==> src/rtl/i2ctbe_pkg.sv <==
`default_nettype none
package i2ctbe_pkg;

	localparam int unsigned QueueDepth = 2;
	localparam int unsigned AddrWidth = 7;
	localparam int unsigned ByteWidth = 8;
	localparam int unsigned CntWidth = 4;
	localparam logic [CntWidth-1:0] BitsPerByte = 4'd8;
	localparam logic [CntWidth-1:0] CntMax = 4'd15;

	typedef enum logic [2:0] {
		PH_IDLE = 3'd0,
		PH_ADDR = 3'd1,
		PH_RECV = 3'd2,
		PH_XMIT = 3'd3,
		PH_NONE = 3'd4
	} bus_phase_t;

	typedef enum logic [1:0] {
		AK_NULL   = 2'd0,
		AK_SEND   = 2'd1,
		AK_SAMPLE = 2'd2
	} ack_phase_t;

	typedef enum logic [2:0] {
		EV_NONE     = 3'd0,
		EV_START    = 3'd1,
		EV_STOP     = 3'd2,
		EV_RECEIVED = 3'd3,
		EV_WRITE    = 3'd4,
		EV_READ     = 3'd5,
		EV_NEXT     = 3'd6,
		EV_NOTME    = 3'd7
	} event_t;

	typedef enum logic [2:0] {
		OP_NOP   = 3'd0,
		OP_START = 3'd1,
		OP_STOP  = 3'd2,
		OP_RISE  = 3'd3,
		OP_FALL  = 3'd4
	} cmd_op_t;

	typedef struct packed {
		cmd_op_t              op;
		logic                 sda;
		logic [ByteWidth-1:0] tx;
	} cmd_t;

	typedef struct packed {
		logic                 sda_pull_low;
		event_t               code;
		logic [ByteWidth-1:0] data;
	} result_t;

endpackage
`default_nettype wire

==> src/rtl/i2ctbe_queue.sv <==
`default_nettype none
module i2ctbe_queue #(
	parameter int unsigned DEPTH = i2ctbe_pkg::QueueDepth,
	parameter int unsigned WIDTH = 8
) (
	input  wire logic             clk,
	input  wire logic             arst_n,
	input  wire logic             wr_en,
	input  wire logic [WIDTH-1:0] wr_data,
	output logic                  full,
	input  wire logic             rd_en,
	output logic      [WIDTH-1:0] rd_data,
	output logic                  empty
);

	localparam int unsigned PtrW = (DEPTH > 1) ? $clog2(DEPTH) : 1;
	localparam int unsigned CntW = $clog2(DEPTH + 1);
	localparam logic [PtrW-1:0] LastPtr = PtrW'(DEPTH - 1);
	localparam logic [CntW-1:0] FullCnt = CntW'(DEPTH);

	logic [WIDTH-1:0] mem [DEPTH];
	logic [PtrW-1:0]  wr_ptr_q;
	logic [PtrW-1:0]  rd_ptr_q;
	logic [CntW-1:0]  count_q;
	logic             do_wr;
	logic             do_rd;

	assign full    = (count_q == FullCnt);
	assign empty   = (count_q == '0);
	assign do_wr   = wr_en && !full;
	assign do_rd   = rd_en && !empty;
	assign rd_data = mem[rd_ptr_q];

	always_ff @(posedge clk) begin
		if (do_wr) begin
			mem[wr_ptr_q] <= wr_data;
		end
	end

	always_ff @(posedge clk or negedge arst_n) begin
		if (!arst_n) begin
			wr_ptr_q <= '0;
			rd_ptr_q <= '0;
			count_q  <= '0;
		end else begin
			if (do_wr) begin
				wr_ptr_q <= (wr_ptr_q == LastPtr) ? '0 : wr_ptr_q + 1'b1;
			end
			if (do_rd) begin
				rd_ptr_q <= (rd_ptr_q == LastPtr) ? '0 : rd_ptr_q + 1'b1;
			end
			if (do_wr && !do_rd) begin
				count_q <= count_q + 1'b1;
			end else if (do_rd && !do_wr) begin
				count_q <= count_q - 1'b1;
			end
		end
	end

endmodule
`default_nettype wire

==> src/rtl/i2ctbe_front.sv <==
`default_nettype none
module i2ctbe_front #(
	parameter int unsigned DEPTH = i2ctbe_pkg::QueueDepth
) (
	input  wire logic                              clk,
	input  wire logic                              arst_n,
	input  wire logic                              push,
	output logic                                   full,
	input  wire logic                              req_type,
	input  wire logic                              edge_rising,
	input  wire logic                              sda_level,
	input  wire logic                              scl_level,
	input  wire logic [i2ctbe_pkg::ByteWidth-1:0]  tx_byte,
	input  wire logic                              cmd_take,
	output i2ctbe_pkg::cmd_t                       cmd,
	output logic                                   cmd_empty
);

	i2ctbe_pkg::cmd_t cls;

	// req_type low: START or STOP on an SDA change while SCL is high, else no-op; req_type high: SCL rise or fall
	always_comb begin
		cls.sda = sda_level;
		cls.tx  = tx_byte;
		if (!req_type) begin
			if (scl_level) begin
				cls.op = edge_rising ? i2ctbe_pkg::OP_STOP : i2ctbe_pkg::OP_START;
			end else begin
				cls.op = i2ctbe_pkg::OP_NOP;
			end
		end else begin
			cls.op = edge_rising ? i2ctbe_pkg::OP_RISE : i2ctbe_pkg::OP_FALL;
		end
	end

	i2ctbe_queue #(
		.DEPTH (DEPTH),
		.WIDTH ($bits(i2ctbe_pkg::cmd_t))
	) u_cmd_queue (
		.clk     (clk),
		.arst_n  (arst_n),
		.wr_en   (push),
		.wr_data (cls),
		.full    (full),
		.rd_en   (cmd_take),
		.rd_data (cmd),
		.empty   (cmd_empty)
	);

endmodule
`default_nettype wire

==> src/rtl/i2ctbe_back.sv <==
`default_nettype none
module i2ctbe_back (
	input  wire logic                               clk,
	input  wire logic                               arst_n,
	input  wire logic                               cfg_we,
	input  wire logic [i2ctbe_pkg::AddrWidth-1:0]   cfg_addr,
	input  wire i2ctbe_pkg::cmd_t                   cmd,
	input  wire logic                               cmd_empty,
	output logic                                    cmd_take,
	input  wire logic                               res_full,
	output i2ctbe_pkg::result_t                     res
);

	localparam int unsigned BW = i2ctbe_pkg::ByteWidth;
	localparam int unsigned CW = i2ctbe_pkg::CntWidth;

	logic [i2ctbe_pkg::AddrWidth-1:0] own_addr_q;
	i2ctbe_pkg::bus_phase_t           phase_q, phase_d;
	i2ctbe_pkg::ack_phase_t           ack_q, ack_d;
	logic [BW-1:0]                    shift_q, shift_d;
	logic [CW-1:0]                    cnt_q, cnt_d;
	logic                             drive_q, drive_d;

	logic [BW-1:0] sh_in;
	logic [CW-1:0] cnt_inc;
	logic          byte_done;
	logic          hit_wr;
	logic          hit_rd;
	logic          tx_bit;

	assign cmd_take  = !cmd_empty && !res_full;
	assign sh_in     = {shift_q[BW-2:0], cmd.sda};
	assign cnt_inc   = (cnt_q < i2ctbe_pkg::CntMax) ? cnt_q + 1'b1 : cnt_q;
	assign byte_done = (cnt_inc == i2ctbe_pkg::BitsPerByte);
	assign hit_wr    = (sh_in == {own_addr_q, 1'b0});
	assign hit_rd    = (sh_in == {own_addr_q, 1'b1});
	assign tx_bit    = shift_q[3'd7 - cnt_q[2:0]];

	// next state
	always_comb begin
		phase_d = phase_q;
		ack_d   = ack_q;
		shift_d = shift_q;
		cnt_d   = cnt_q;
		drive_d = drive_q;
		case (cmd.op)
			i2ctbe_pkg::OP_START: begin
				shift_d = '0;
				cnt_d   = '0;
				phase_d = i2ctbe_pkg::PH_ADDR;
			end
			i2ctbe_pkg::OP_STOP: begin
				shift_d = '0;
				cnt_d   = '0;
				phase_d = i2ctbe_pkg::PH_IDLE;
			end
			i2ctbe_pkg::OP_RISE: begin
				case (phase_q)
					i2ctbe_pkg::PH_ADDR: begin
						shift_d = sh_in;
						cnt_d   = cnt_inc;
						if (byte_done) begin
							cnt_d = '0;
							if (hit_wr) begin
								phase_d = i2ctbe_pkg::PH_RECV;
								ack_d   = i2ctbe_pkg::AK_SEND;
								shift_d = '0;
							end else if (hit_rd) begin
								phase_d = i2ctbe_pkg::PH_XMIT;
								ack_d   = i2ctbe_pkg::AK_SEND;
								shift_d = cmd.tx;
							end else begin
								phase_d = i2ctbe_pkg::PH_NONE;
								ack_d   = i2ctbe_pkg::AK_NULL;
								shift_d = '0;
							end
						end
					end
					i2ctbe_pkg::PH_XMIT: begin
						if (ack_q == i2ctbe_pkg::AK_SAMPLE) begin
							ack_d = i2ctbe_pkg::AK_NULL;
							if (cmd.sda) begin
								phase_d = i2ctbe_pkg::PH_NONE;
							end
						end else if (cnt_q == i2ctbe_pkg::BitsPerByte) begin
							cnt_d   = '0;
							ack_d   = i2ctbe_pkg::AK_SAMPLE;
							shift_d = cmd.tx;
						end
					end
					i2ctbe_pkg::PH_RECV: begin
						if (ack_q == i2ctbe_pkg::AK_SEND) begin
							ack_d = i2ctbe_pkg::AK_NULL;
						end else if (ack_q == i2ctbe_pkg::AK_NULL) begin
							shift_d = sh_in;
							cnt_d   = cnt_inc;
							if (byte_done) begin
								shift_d = '0;
								cnt_d   = '0;
								ack_d   = i2ctbe_pkg::AK_SEND;
							end
						end
					end
					default: begin
					end
				endcase
			end
			i2ctbe_pkg::OP_FALL: begin
				case (phase_q)
					i2ctbe_pkg::PH_XMIT: begin
						if (ack_q == i2ctbe_pkg::AK_SEND) begin
							drive_d = 1'b1;
							ack_d   = i2ctbe_pkg::AK_NULL;
						end else if (ack_q == i2ctbe_pkg::AK_SAMPLE) begin
							drive_d = 1'b0;
						end else if (ack_q == i2ctbe_pkg::AK_NULL) begin
							// past the last bit the line is released
							if (cnt_q >= i2ctbe_pkg::BitsPerByte) begin
								drive_d = 1'b0;
							end else begin
								drive_d = !tx_bit;
								cnt_d   = cnt_q + 1'b1;
							end
						end
					end
					i2ctbe_pkg::PH_RECV: begin
						if (ack_q == i2ctbe_pkg::AK_SEND) begin
							drive_d = 1'b1;
						end else if (ack_q == i2ctbe_pkg::AK_NULL) begin
							drive_d = 1'b0;
						end
					end
					default: begin
					end
				endcase
			end
			default: begin
			end
		endcase
	end

	// result
	always_comb begin
		res.sda_pull_low = drive_d;
		res.code         = i2ctbe_pkg::EV_NONE;
		res.data         = '0;
		case (cmd.op)
			i2ctbe_pkg::OP_START: res.code = i2ctbe_pkg::EV_START;
			i2ctbe_pkg::OP_STOP:  res.code = i2ctbe_pkg::EV_STOP;
			i2ctbe_pkg::OP_RISE: begin
				if (phase_q == i2ctbe_pkg::PH_ADDR && byte_done) begin
					if (hit_wr) begin
						res.code = i2ctbe_pkg::EV_WRITE;
					end else if (hit_rd) begin
						res.code = i2ctbe_pkg::EV_READ;
					end else begin
						res.code = i2ctbe_pkg::EV_NOTME;
					end
				end else if (phase_q == i2ctbe_pkg::PH_XMIT
						&& ack_q != i2ctbe_pkg::AK_SAMPLE
						&& cnt_q == i2ctbe_pkg::BitsPerByte) begin
					res.code = i2ctbe_pkg::EV_NEXT;
				end else if (phase_q == i2ctbe_pkg::PH_RECV
						&& ack_q == i2ctbe_pkg::AK_NULL && byte_done) begin
					res.code = i2ctbe_pkg::EV_RECEIVED;
					res.data = sh_in;
				end
			end
			default: begin
			end
		endcase
	end

	always_ff @(posedge clk or negedge arst_n) begin
		if (!arst_n) begin
			own_addr_q <= '0;
			phase_q    <= i2ctbe_pkg::PH_IDLE;
			ack_q      <= i2ctbe_pkg::AK_NULL;
			shift_q    <= '0;
			cnt_q      <= '0;
			drive_q    <= 1'b0;
		end else begin
			if (cfg_we) begin
				own_addr_q <= cfg_addr;
			end
			if (cmd_take) begin
				phase_q <= phase_d;
				ack_q   <= ack_d;
				shift_q <= shift_d;
				cnt_q   <= cnt_d;
				drive_q <= drive_d;
			end
		end
	end

endmodule
`default_nettype wire

==> src/rtl/i2c_target_bit_engine.sv <==
`default_nettype none
// An event waits in the event queue; the back end then writes its result into the result
// queue, whose head drives the result ports. One event per clock while the result queue has room.
// Event and result queues of QUEUE_DEPTH entries each absorb stalls on either side.
// Reset (arst_n low, asynchronous): queues empty, bus idle, no ACK pending,
// shift register and bit counter zero, SDA drive state clear, own address zero.
module i2c_target_bit_engine #(
	parameter int unsigned QUEUE_DEPTH = i2ctbe_pkg::QueueDepth
) (
	input  wire logic                              clk,
	input  wire logic                              arst_n,
	input  wire logic                              push,
	output logic                                   full,
	input  wire logic                              req_type,
	input  wire logic                              edge_rising,
	input  wire logic                              sda_level,
	input  wire logic                              scl_level,
	input  wire logic [i2ctbe_pkg::ByteWidth-1:0]  tx_byte,
	output logic                                   empty,
	input  wire logic                              pop,
	output logic                                   sda_pull_low,
	output logic [2:0]                             event_code,
	output logic [i2ctbe_pkg::ByteWidth-1:0]       event_data,
	input  wire logic                              cfg_valid,
	output logic                                   cfg_ready,
	input  wire logic [i2ctbe_pkg::AddrWidth-1:0]  cfg_data
);

	i2ctbe_pkg::cmd_t    cmd;
	logic                cmd_empty;
	logic                cmd_take;
	i2ctbe_pkg::result_t res_in;
	i2ctbe_pkg::result_t res_out;
	logic                res_full;

	assign cfg_ready = 1'b1;

	i2ctbe_front #(
		.DEPTH (QUEUE_DEPTH)
	) u_front (
		.clk         (clk),
		.arst_n      (arst_n),
		.push        (push),
		.full        (full),
		.req_type    (req_type),
		.edge_rising (edge_rising),
		.sda_level   (sda_level),
		.scl_level   (scl_level),
		.tx_byte     (tx_byte),
		.cmd_take    (cmd_take),
		.cmd         (cmd),
		.cmd_empty   (cmd_empty)
	);

	i2ctbe_back u_back (
		.clk       (clk),
		.arst_n    (arst_n),
		.cfg_we    (cfg_valid && cfg_ready),
		.cfg_addr  (cfg_data),
		.cmd       (cmd),
		.cmd_empty (cmd_empty),
		.cmd_take  (cmd_take),
		.res_full  (res_full),
		.res       (res_in)
	);

	i2ctbe_queue #(
		.DEPTH (QUEUE_DEPTH),
		.WIDTH ($bits(i2ctbe_pkg::result_t))
	) u_res_queue (
		.clk     (clk),
		.arst_n  (arst_n),
		.wr_en   (cmd_take),
		.wr_data (res_in),
		.full    (res_full),
		.rd_en   (pop),
		.rd_data (res_out),
		.empty   (empty)
	);

	assign sda_pull_low = res_out.sda_pull_low;
	assign event_code   = res_out.code;
	assign event_data   = res_out.data;

endmodule
`default_nettype wire

==> config.mk <==
export PLATFORM = sky130hd
export DESIGN_NAME = i2c_target_bit_engine
export DESIGN_NICKNAME = d
export VERILOG_FILES = /design/src/rtl/i2ctbe_pkg.sv /design/src/rtl/i2ctbe_queue.sv /design/src/rtl/i2ctbe_front.sv /design/src/rtl/i2ctbe_back.sv /design/src/rtl/i2c_target_bit_engine.sv
export SDC_FILE = /design/constraint.sdc
export NUM_CORES = 1
export LEC_CHECK = 0
export ABC_AREA = 1
export BUFFER_PORTS_ARGS = -buffer_cell sky130_fd_sc_hd__buf_4
export CAP_MARGIN = 40
export CELL_PAD_IN_SITES_DETAIL_PLACEMENT = 0
export CELL_PAD_IN_SITES_GLOBAL_PLACEMENT = 1
export CORE_UTILIZATION = 45
export DETAILED_ROUTE_END_ITERATION = 8
export PLACE_DENSITY = 0.78
export SLEW_MARGIN = 20
export SYNTH_ARGS = -nofsm -noshare
export SYNTH_HDL_FRONTEND = slang
export SYNTH_SLANG_ARGS = --single-unit
==> constraint.sdc <==
create_clock -name clk -period 2.4 [get_ports clk]
set_clock_uncertainty 0.05 [all_clocks]
set_input_delay 0.48 -clock clk [delete_from_list [all_inputs] [get_ports clk]]
set_output_delay 0.48 -clock clk [all_outputs]
set_load 0.03 [all_outputs]
==> results of run 1 <==
-- per-stage QoR --
step	total power [mW]	std cells	utilization	worst slack, ns
CTS	5.89	695	0.537	0.176
global route	6.28	695	0.538	0.00554
floorplan	4.07	515	-	0.564
finish	5.85	695	0.538	0.207
global placement	4.78	675	0.512	0.294
detailed placement	4.88	679	0.515	0.222
-- timing repair --
action / in CTS / in global routing
setup buffers: 0 / 0
endpoints found under the setup margin: 0 / 2
hold buffers: 0 / 0
gates resized for setup: 0 / 1
-- kinds of logic (layout without fill, tap and decap cells) --
kind of cell,after synthesis,after routing
AOI/OAI and AO/OA,51,51
adders and majority gates,3,3
other,1,1
buffers and inverters,75,126
muxes,7,7
DFF,81,81
xor gates and xnor gates,14,14
and+or+nand+nor,283,283
-- how the worst min path moves through the flow --
stage | from | endpoint | slack [ns] | depth (start not counted)
floorplan | arst_n | u_back.ack_q[0] | 0.13 | 0
global placement | arst_n | u_back.cnt_q[2] | 0.41 | 1
detailed placement | arst_n | u_back.cnt_q[0] | 0.41 | 1
CTS | arst_n | u_back.cnt_q[0] | 0.02 | 1
global route | arst_n | u_back.shift_q[7] | 0.04 | 1
finish | arst_n | u_back.cnt_q[0] | 0.01 | 1
-- registers in the layout, summed over array words and instances (netlist names), 2 cells and up --
register,flops
u_back.ack_q,2
u_back.cnt_q,4
u_back.own_addr_q,7
u_back.phase_q,3
u_back.shift_q,8
u_front.u_cmd_queue.count_q,2
u_front.u_cmd_queue.mem,24
u_res_queue.count_q,2
u_res_queue.mem,24
-- worst max-delay path: stages, from the launching register on --
cell and delay, ns:
dfrtp_1 0.48, ha_1 0.29, nand2_1 0.07, nand2_1 0.12, nand3_2 0.10, nor2_4 0.18
nand2_4 0.17, nor2_1 0.23, nand2_1 0.08, nand3_1 0.08, nand2_1 0.07
-- per-layer routing --
metal / vias to the layer above / wire length, µm / GRT usage
li1: 1771 / - / -
met1: 1567 / 4390 / 0.267
met2: 71 / 4500 / 0.344
met3: 13 / 314 / 0.0264
met4: 0 / 171 / 0.0870
met5: - / 0 / 0
-- report_power, final --
| part | internal, mW | switching [mW] | leakage, nW |
|---|---|---|---|
| Clock | 0.463 | 0.546 | 0.107 |
| Sequential | 1.96 | 0.216 | 0.881 |
| Combinational | 0.866 | 1.80 | 1.35 |
-- layout make-up --
cell class                 instances  area (µm²)
inverter                          65         244
clock buffer                      10         149
multi-input combinational        359        1800
tap                              129         161
timing repair buffer              45         338
fill                             871        4310
clock inverter                     6        53.8
sequential                        81        2270
-- cells in the final DEF, fill, tap and decap left out, types with 3 or more instances in the layout --
cell type / netlist / layout
xnor2_1: 9 / 9
xor2_1: 5 / 5
nor2_1: 36 / 36
mux2_2: 7 / 7
nand2_1: 169 / 169
buf_4: 2 / 45
inv_2: 8 / 8
edfxtp_1: 48 / 48
dfrtp_1: 33 / 33
clkbuf_8: 0 / 9
nand3_2: 6 / 6
nor2_2: 7 / 7
o21ai_1: 10 / 10
nor3_1: 18 / 18
a21oi_1: 14 / 14
o21ai_0: 17 / 17
nand4_1: 6 / 6
inv_6: 0 / 3
nand2_2: 5 / 5
ha_1: 3 / 3
nand3_1: 28 / 28
inv_1: 56 / 56
==> impl_metrics.yaml, run 1 <==
setup_path:
  reg2reg_to: "u_res_queue.mem[0][8]"
  critPathLaunchType: "flip-flop"
  r2r_start: "u_back.cnt_q[1]"
  timing.critical_path.to: "u_res_queue.mem[0][8]"
  critical_path_class: "reg2reg"
  reg2reg_depth: 10
  critical_path_arrival_ns: 2.23
  cp_max_fo: 19
  worst-endpoint-required_ns: 2.44
  startpoint: "u_back.cnt_q[1]"
  end_kind: "flip-flop"
  ff2ff_setup_slack_ns: 0.21
sta:
  finalSetupViolations: 0
  max_freq_mhz: 456
  whs_ns: 0.00960
  min_period_ns: 2.19
  tns_ns: 0
  post-route-period-util: 0.914
  hold_viol_final: 0
  slew_violations: 0
  rsz0062_at_grt: "false"
min_path:
  hp-class: "in2async"
floorplanning:
  start_util: 0.469
  io_pins: 39
  die_x_um: 101
  rows: 35
  die_y_um: 101
  fp.dieArea_mm2: 0.0101
  coreArea_mm2: 0.00933
clock_tree:
  htreeDepth: 3
  numClockSinks: 81
  clk_pin_slew_ns: 0.09
  cts_buffers: 9
  root_buffer: "clkbuf_8"
  cts_buffer_depth: 2
  clkLatencyLatePin_ns: 0.35
  cts_tree: "yes"
synth:
  synth_cell_types: 39
  synth_compound_area_frac: 0.0653
  async_flop_share: 0.407
  synth_edf_count: 48
  synth_area_leaders: "edfxtp_1 33%, dfrtp_1 19%, nand2_1 15%"
  synth_top_family_by_area: "simple AND/OR/NAND/NOR gates"
  synth_flop_cell: "edfxtp_1"
  ys_ff_latch: 81
  muxShareOfSynthArea: 0.0180
  synth_xor_area_frac: 0.0281
  synth_top_area_share: 0.330
  synthTopCellsByCount: "169 x nand2_1, 56 x inv_1, 48 x edfxtp_1, 36 x nor2_1, 33 x dfrtp_1"
  syn_area_mm2: 0.00437
  syn_nets: 542
  syn_avg_cell_area_um2: 8.49
  synthSimpleGateAreaFrac: 0.290
  ys_seq_area_frac: 0.519
  synth-warning-count: 0
  syn_inst: 515
  yosys.cell_count.top_type: "nand2_1"
  synthAdderAreaFrac: 0.00859
  yosys.area.top_type: "edfxtp_1"
layout:
  fin_area_mm2: 0.00501
  area_growth_pct: 14.7
  n_antenna_cell: 0
  drive_gt1_frac: 0.186
  nNetsFinal: 588
routing:
  wl_mm: 9.37
  drc_errors: 0
  drtIter0Drc: 194
  vias_per_cell: 4.92
  drtPass1Iterations: 4
  antenna_left: 0
  vias: 3422
  wl_per_cell_um: 13.5
power_and_ir_drop:
  power_density_mw_per_mm2: 1170
  ir_drop_mv: 0.537
  p_leak_nw: 2.34
grt:
  grt_use_total: 0.205
  grt_start_max_net_pins: 34
  grt-ovfl-total: 0
  grt_pass1_wl_mm: 15.8
  grt_antenna_before_repair: 0
  grt_pass1_vias: 3278
outcome:
  status: "finished, final reports clean"
job:
  cap_violations: 0
place:
  gp_congestion: 0.861
  portBuffers: 37
  hpwlAfterDp_mm: 7.17
  placed_cell_area_mm2: 0.00481
Note: power is estimated with default switching activity, not from simulation.
==> run 2, diff against run 1 <==
--- a/config.mk
+++ b/config.mk
@@ -12,8 +12,9 @@
 export CELL_PAD_IN_SITES_GLOBAL_PLACEMENT = 1
 export CORE_UTILIZATION = 45
 export DETAILED_ROUTE_END_ITERATION = 8
-export PLACE_DENSITY = 0.78
+export PLACE_DENSITY = 0.79
 export SLEW_MARGIN = 20
 export SYNTH_ARGS = -nofsm -noshare
 export SYNTH_HDL_FRONTEND = slang
+export SYNTH_HIERARCHICAL = 1
 export SYNTH_SLANG_ARGS = --single-unit
==> impl_metrics.yaml, run 2 <==
outcome:
  status: "finished, final reports clean"
synth:
  synth_edf_count: 48
  synth-warning-count: 6
  syn_inst: 536
  yosys.area.top_type: "edfxtp_1"
  synthAdderAreaFrac: 0.00856
  synth_top_area_share: 0.329
  synth_xor_area_frac: 0.0140
  synth_cell_types: 34
  synth_flop_cell: "edfxtp_1"
  synth_area_leaders: "edfxtp_1 33%, dfrtp_1 19%, nand2_1 18%"
  synth_top_family_by_area: "simple AND/OR/NAND/NOR gates"
  ys_ff_latch: 81
  synthSimpleGateAreaFrac: 0.336
  ys_seq_area_frac: 0.517
  syn_avg_cell_area_um2: 8.18
  muxShareOfSynthArea: 0.0103
  syn_area_mm2: 0.00439
  synthTopCellsByCount: "213 x nand2_1, 58 x nand3_1, 53 x inv_1, 48 x edfxtp_1, 33 x dfrtp_1"
  yosys.cell_count.top_type: "nand2_1"
  syn_nets: 563
  async_flop_share: 0.407
  synth_compound_area_frac: 0.0425
power_and_ir_drop:
  pwr-share-comb: 0.478
  finalPower_mw: 6.44
  p_int_mw: 3.63
  ir_drop_mv: 0.624
  p_leak_nw: 2.39
  pwr-share-seq: 0.354
  power_density_mw_per_mm2: 1270
  switching_share: 0.437
  clock_power_share: 0.168
  p_sw_mw: 2.82
setup_path:
  critical_path_arrival_ns: 2.31
  ff2ff_setup_slack_ns: 0.17
  reg2reg_to: "u_res_queue/mem[0][7]"
  critical_path_class: "reg2reg"
  reg2reg_depth: 10
  worst-endpoint-required_ns: 2.48
  startpoint: "u_back/cnt_q[1]"
  critPathLaunchType: "flip-flop"
  cp_max_fo: 8
  end_kind: "flip-flop"
  r2r_start: "u_back/cnt_q[1]"
  timing.critical_path.to: "u_res_queue/mem[0][7]"
grt:
  gr-usage-met3: 0.0333
  use_met1: 0.292
  grt_pass1_vias: 3421
  grt_start_max_net_pins: 34
  grt_pass1_wl_mm: 16.6
  grt_use_total: 0.217
  met2_usage: 0.340
  grt_antenna_before_repair: 0
  grt-ovfl-total: 0
  busiest_layer: "met2"
layout:
  layout_commonest_cell: "nand2_1"
  fin_area_mm2: 0.00507
  nNetsFinal: 614
  mostFrequentLayoutCells: "213 x nand2_1, 58 x nand3_1, 54 x buf_4"
  reg_top3: "u_front/u_cmd_queue/mem x24, u_res_queue/mem x24, u_back/shift_q x8"
  n_antenna_cell: 0
  instances_no_fill: 721
  drive_gt1_frac: 0.162
  area_growth_pct: 15.7
job:
  cap_violations: 0
place:
  place_inst: 705
  placed_cell_area_mm2: 0.00486
  hpwlAfterDp_mm: 7.41
  pre_cts_ws_ns: 0.183
  gp_congestion: 0.910
  portBuffers: 37
sta:
  finalSetupViolations: 0
  rsz0062_at_grt: "false"
  max_freq_mhz: 448
  fin_ws_ns: 0.167
  slew_violations: 0
  hold_viol_final: 0
  min_period_ns: 2.23
  tns_ns: 0
  post-route-period-util: 0.930
clock_tree:
  cts_buffer_depth: 2
  cts_buffers: 9
  clk_pin_slew_ns: 0.08
  ctsHoldBuffers: 0
  root_buffer: "clkbuf_8"
  numClockSinks: 81
  cts_tree: "yes"
  htreeDepth: 3
  clkLatencyLatePin_ns: 0.35
floorplanning:
  fp.dieArea_mm2: 0.0101
  io_pins: 39
  die_y_um: 101
  start_util: 0.470
  die_x_um: 101
  coreArea_mm2: 0.00933
  rows: 35
min_path:
  hp-class: "in2async"
routing:
  wl_mm: 10.1
  drtIter0Drc: 186
  drc_errors: 0
  drtPass1Iterations: 5
  vias_per_cell: 4.96
  vias: 3579
  wl_per_cell_um: 14.1
  antenna_left: 0
run 2: critical path, cell delays in order, from the launching register on:
cell and delay [ns]:
dfrtp_1 0.47, ha_1 0.31, nand3_4 0.14, nand2_2 0.08, nand2_1 0.07, inv_1 0.08, nand2_1 0.06, nor2_2 0.15
buf_4 0.15, nand4_4 0.11, nor3_1 0.33
run 2: worst min path at each step:
stage / slack (ns) / endpoint / startpoint / cells past startpoint
6_report: 0.03 / u_res_queue/rd_ptr_q / arst_n / 1
5_1_grt: 0.07 / u_res_queue/rd_ptr_q / arst_n / 1
3_5_place_dp: 0.42 / u_back/drive_q / arst_n / 1
3_3_place_gp: 0.41 / u_res_queue/wr_ptr_q / u_res_queue/wr_ptr_q / 2
4_1_cts: 0.03 / u_back/ack_q[0] / arst_n / 1
2_1_floorplan: 0.13 / u_back/ack_q[0] / arst_n / 0
run 2: per-layer routing:
layer / part of all wire / vias to the layer above / routed length, µm
met4: 0.033 / 0 / 331
li1: - / 1831 / -
met5: 0 / - / 0
met2: 0.47 / 103 / 4780
met1: 0.45 / 1614 / 4580
met3: 0.044 / 31 / 451
run 2: kinds of logic (layout without fill, tap and decap cells):
family | count (synthesis) | count (layout)
flops | 81 | 81
fa+ha+maj | 3 | 3
mux | 4 | 4
compound gates | 35 | 35
buf+inv | 72 | 128
other cells | 1 | 1
simple gates | 333 | 333
xor+xnor | 7 | 7
run 2: what timing repair did:
item                                    in CTS  in global routing
setup buffers                                0                  0
endpoints found under the setup margin       0                  1
gates resized for setup                      0                  1
run 2: power groups by stage:
stage	sequential [mW]	clock, mW	combinational (mW)
2_1_floorplan	2.22	0	2.19
3_3_place_gp	2.30	0	3.04
3_5_place_dp	2.31	0	3.07
4_1_cts	2.28	1.11	3.08
5_1_grt	2.33	1.15	3.44
6_report	2.28	1.08	3.08
run 2: per-stage QoR:
step	util	hold slack, ns
finish	0.544	0.0340
global route	0.544	0.0694
CTS	0.543	0.0291
detailed placement	0.521	0.418
global placement	0.521	0.413
floorplan	-	0.134
run 2: cell type report:
| type | count | area [µm²] |
|---|---|---|
| multi-input cells | 383 | 1810 |
| repair buffers | 54 | 405 |
| clock buffers | 13 | 139 |
| inverters | 58 | 218 |
| fillers | 889 | 4250 |
| flip-flops and latches | 81 | 2270 |
| clock inverters | 3 | 68.8 |
| well taps | 129 | 161 |
==> run 3, diff against run 2 <==
--- a/config.mk
+++ b/config.mk
@@ -13,6 +13,7 @@
 export CORE_UTILIZATION = 45
 export DETAILED_ROUTE_END_ITERATION = 8
 export PLACE_DENSITY = 0.79
+export RECOVER_POWER = 50
 export SLEW_MARGIN = 20
 export SYNTH_ARGS = -nofsm -noshare
 export SYNTH_HDL_FRONTEND = slang
==> impl_metrics.yaml, run 3 (same netlist as run 2, synthesis figures left out) <==
min_path:
  hp-class: "in2async"
setup_path:
  worst-endpoint-required_ns: 2.48
  critical_path_class: "reg2reg"
  cp_max_fo: 8
  end_kind: "flip-flop"
  critPathLaunchType: "flip-flop"
  max_stage_delay_ns: 0.47
  critical_path_arrival_ns: 2.31
  cp_slowest_cell: "dfrtp_1"
  crit_path_frequent_cell: "nand2_1"
  crit_chain: "ha_1 -> nand3_4 -> nand2_2 -> nand2_1 -> inv_1 -> nand2_1 -> nor2_2 -> buf_4 -> nand4_4 -> nor3_1"
place:
  portBuffers: 37
  pre_cts_ws_ns: 0.183
  hpwlAfterDp_mm: 7.41
  gp_congestion: 0.910
routing:
  drc_errors: 0
  wl_mm: 10.1
  highest_layer: "met4"
  antenna_left: 0
  wl_met2_mm: 4.75
  dr_wl_met3_um: 492
  wirelength_met1_mm: 4.58
  wl_per_cell_um: 14.1
  vias_per_cell: 5.00
  drtPass1Iterations: 5
  drtIter0Drc: 203
  vias: 3607
layout:
  layout_commonest_cell: "nand2_1"
  mostFrequentLayoutCells: "214 x nand2_1, 58 x nand3_1, 54 x inv_1"
  drive_gt1_frac: 0.149
  area_growth_pct: 14.8
  n_antenna_cell: 0
  reg_top3: "u_front/u_cmd_queue/mem x24, u_res_queue/mem x24, u_back/shift_q x8"
  nNetsFinal: 614
grt:
  grt_use_total: 0.217
  grt_pass1_vias: 3421
  grt-ovfl-total: 0
  grt_pass1_wl_mm: 16.6
  grt_start_max_net_pins: 34
  grt_antenna_before_repair: 0
clock_tree:
  cts_buffer_depth: 2
  clk_pin_slew_ns: 0.08
  cts_setup_buffers: 0
  root_buffer: "clkbuf_8"
  numClockSinks: 81
  clkLatencyLatePin_ns: 0.35
  cts_tree: "yes"
  cts_buffers: 9
  htreeDepth: 3
sta:
  min_period_ns: 2.23
  slew_headroom: 0.361
  post-route-period-util: 0.930
  rsz0062_at_grt: "false"
  finalSetupViolations: 0
  hold_viol_final: 0
  fin_ws_ns: 0.169
  tns_ns: 0
  slew_violations: 0
  tightest_slew_ns: 0.958
  whs_ns: 0.213
  max_freq_mhz: 448
floorplanning:
  fp.dieArea_mm2: 0.0101
  coreArea_mm2: 0.00933
  start_util: 0.470
  rows: 35
  io_pins: 39
  die_x_um: 101
  die_y_um: 101
outcome:
  status: "finished, final reports clean"
power_and_ir_drop:
  power_density_mw_per_mm2: 1270
  ir_drop_mv: 0.606
  p_leak_nw: 2.36
job:
  cap_violations: 0
run 3: through the flow:
stage / cells / util / power, mW / area, µm²
after floorplan: 536 / - / 4.41 / 4390
after global placement: 705 / 0.521 / 5.34 / 4860
after detailed placement: 705 / 0.521 / 5.38 / 4860
after CTS: 721 / 0.543 / 6.48 / 5070
after global routing: 721 / 0.540 / 6.87 / 5030
final: 721 / 0.540 / 6.39 / 5030
run 3: final timing paths:
check                      cells after the start               endpoint  slack [ns]         startpoint
max                                           10  u_res_queue/mem[0][7]        0.17    u_back/cnt_q[1]
min                                            1   u_res_queue/rd_ptr_q        0.21             arst_n
max reg2reg                                   10  u_res_queue/mem[0][7]        0.17    u_back/cnt_q[1]
min reg2reg                                    2      u_back/shift_q[7]        0.44  u_back/shift_q[7]
max in group asynchronous                      1   u_back/own_addr_q[0]        1.48             arst_n
min in group clk                               3   u_back/own_addr_q[4]        0.28        cfg_data[4]
run 3: worst max-delay path, delay by kind of cell, from the launching register on:
family / cells / cell delay [ns]
flops: 1 / 0.47
simple gates: 7 / 0.95
buf+inv: 2 / 0.23
fa+ha+maj: 1 / 0.31
run 3: repair_timing:
item | CTS | global route
gates resized for setup | 0 | 1
hold buffers | 0 | 0
setup endpoints to repair | 0 | 1
run 3: power breakdown:
part / internal [mW] / switching (mW)
clock network: 0.591 / 0.490
logic: 1.00 / 2.03
registers: 2.00 / 0.276
total: 3.60 / 2.79
run 3: layout make-up:
| type | instances | area (µm²) |
|---|---|---|
| inverter | 58 | 218 |
| clock buffer | 13 | 139 |
| timing repair buffer | 54 | 392 |
| clock inverter | 3 | 68.8 |
| sequential | 81 | 2270 |
| multi-input combinational | 383 | 1790 |
| fill | 899 | 4290 |
| tap | 129 | 161 |
run 3: routing by layer:
layer,global-route usage,up-vias
met2,0.340,116
met4,0.113,0
met5,0,-
met3,0.0333,26
met1,0.292,1631
li1,-,1834
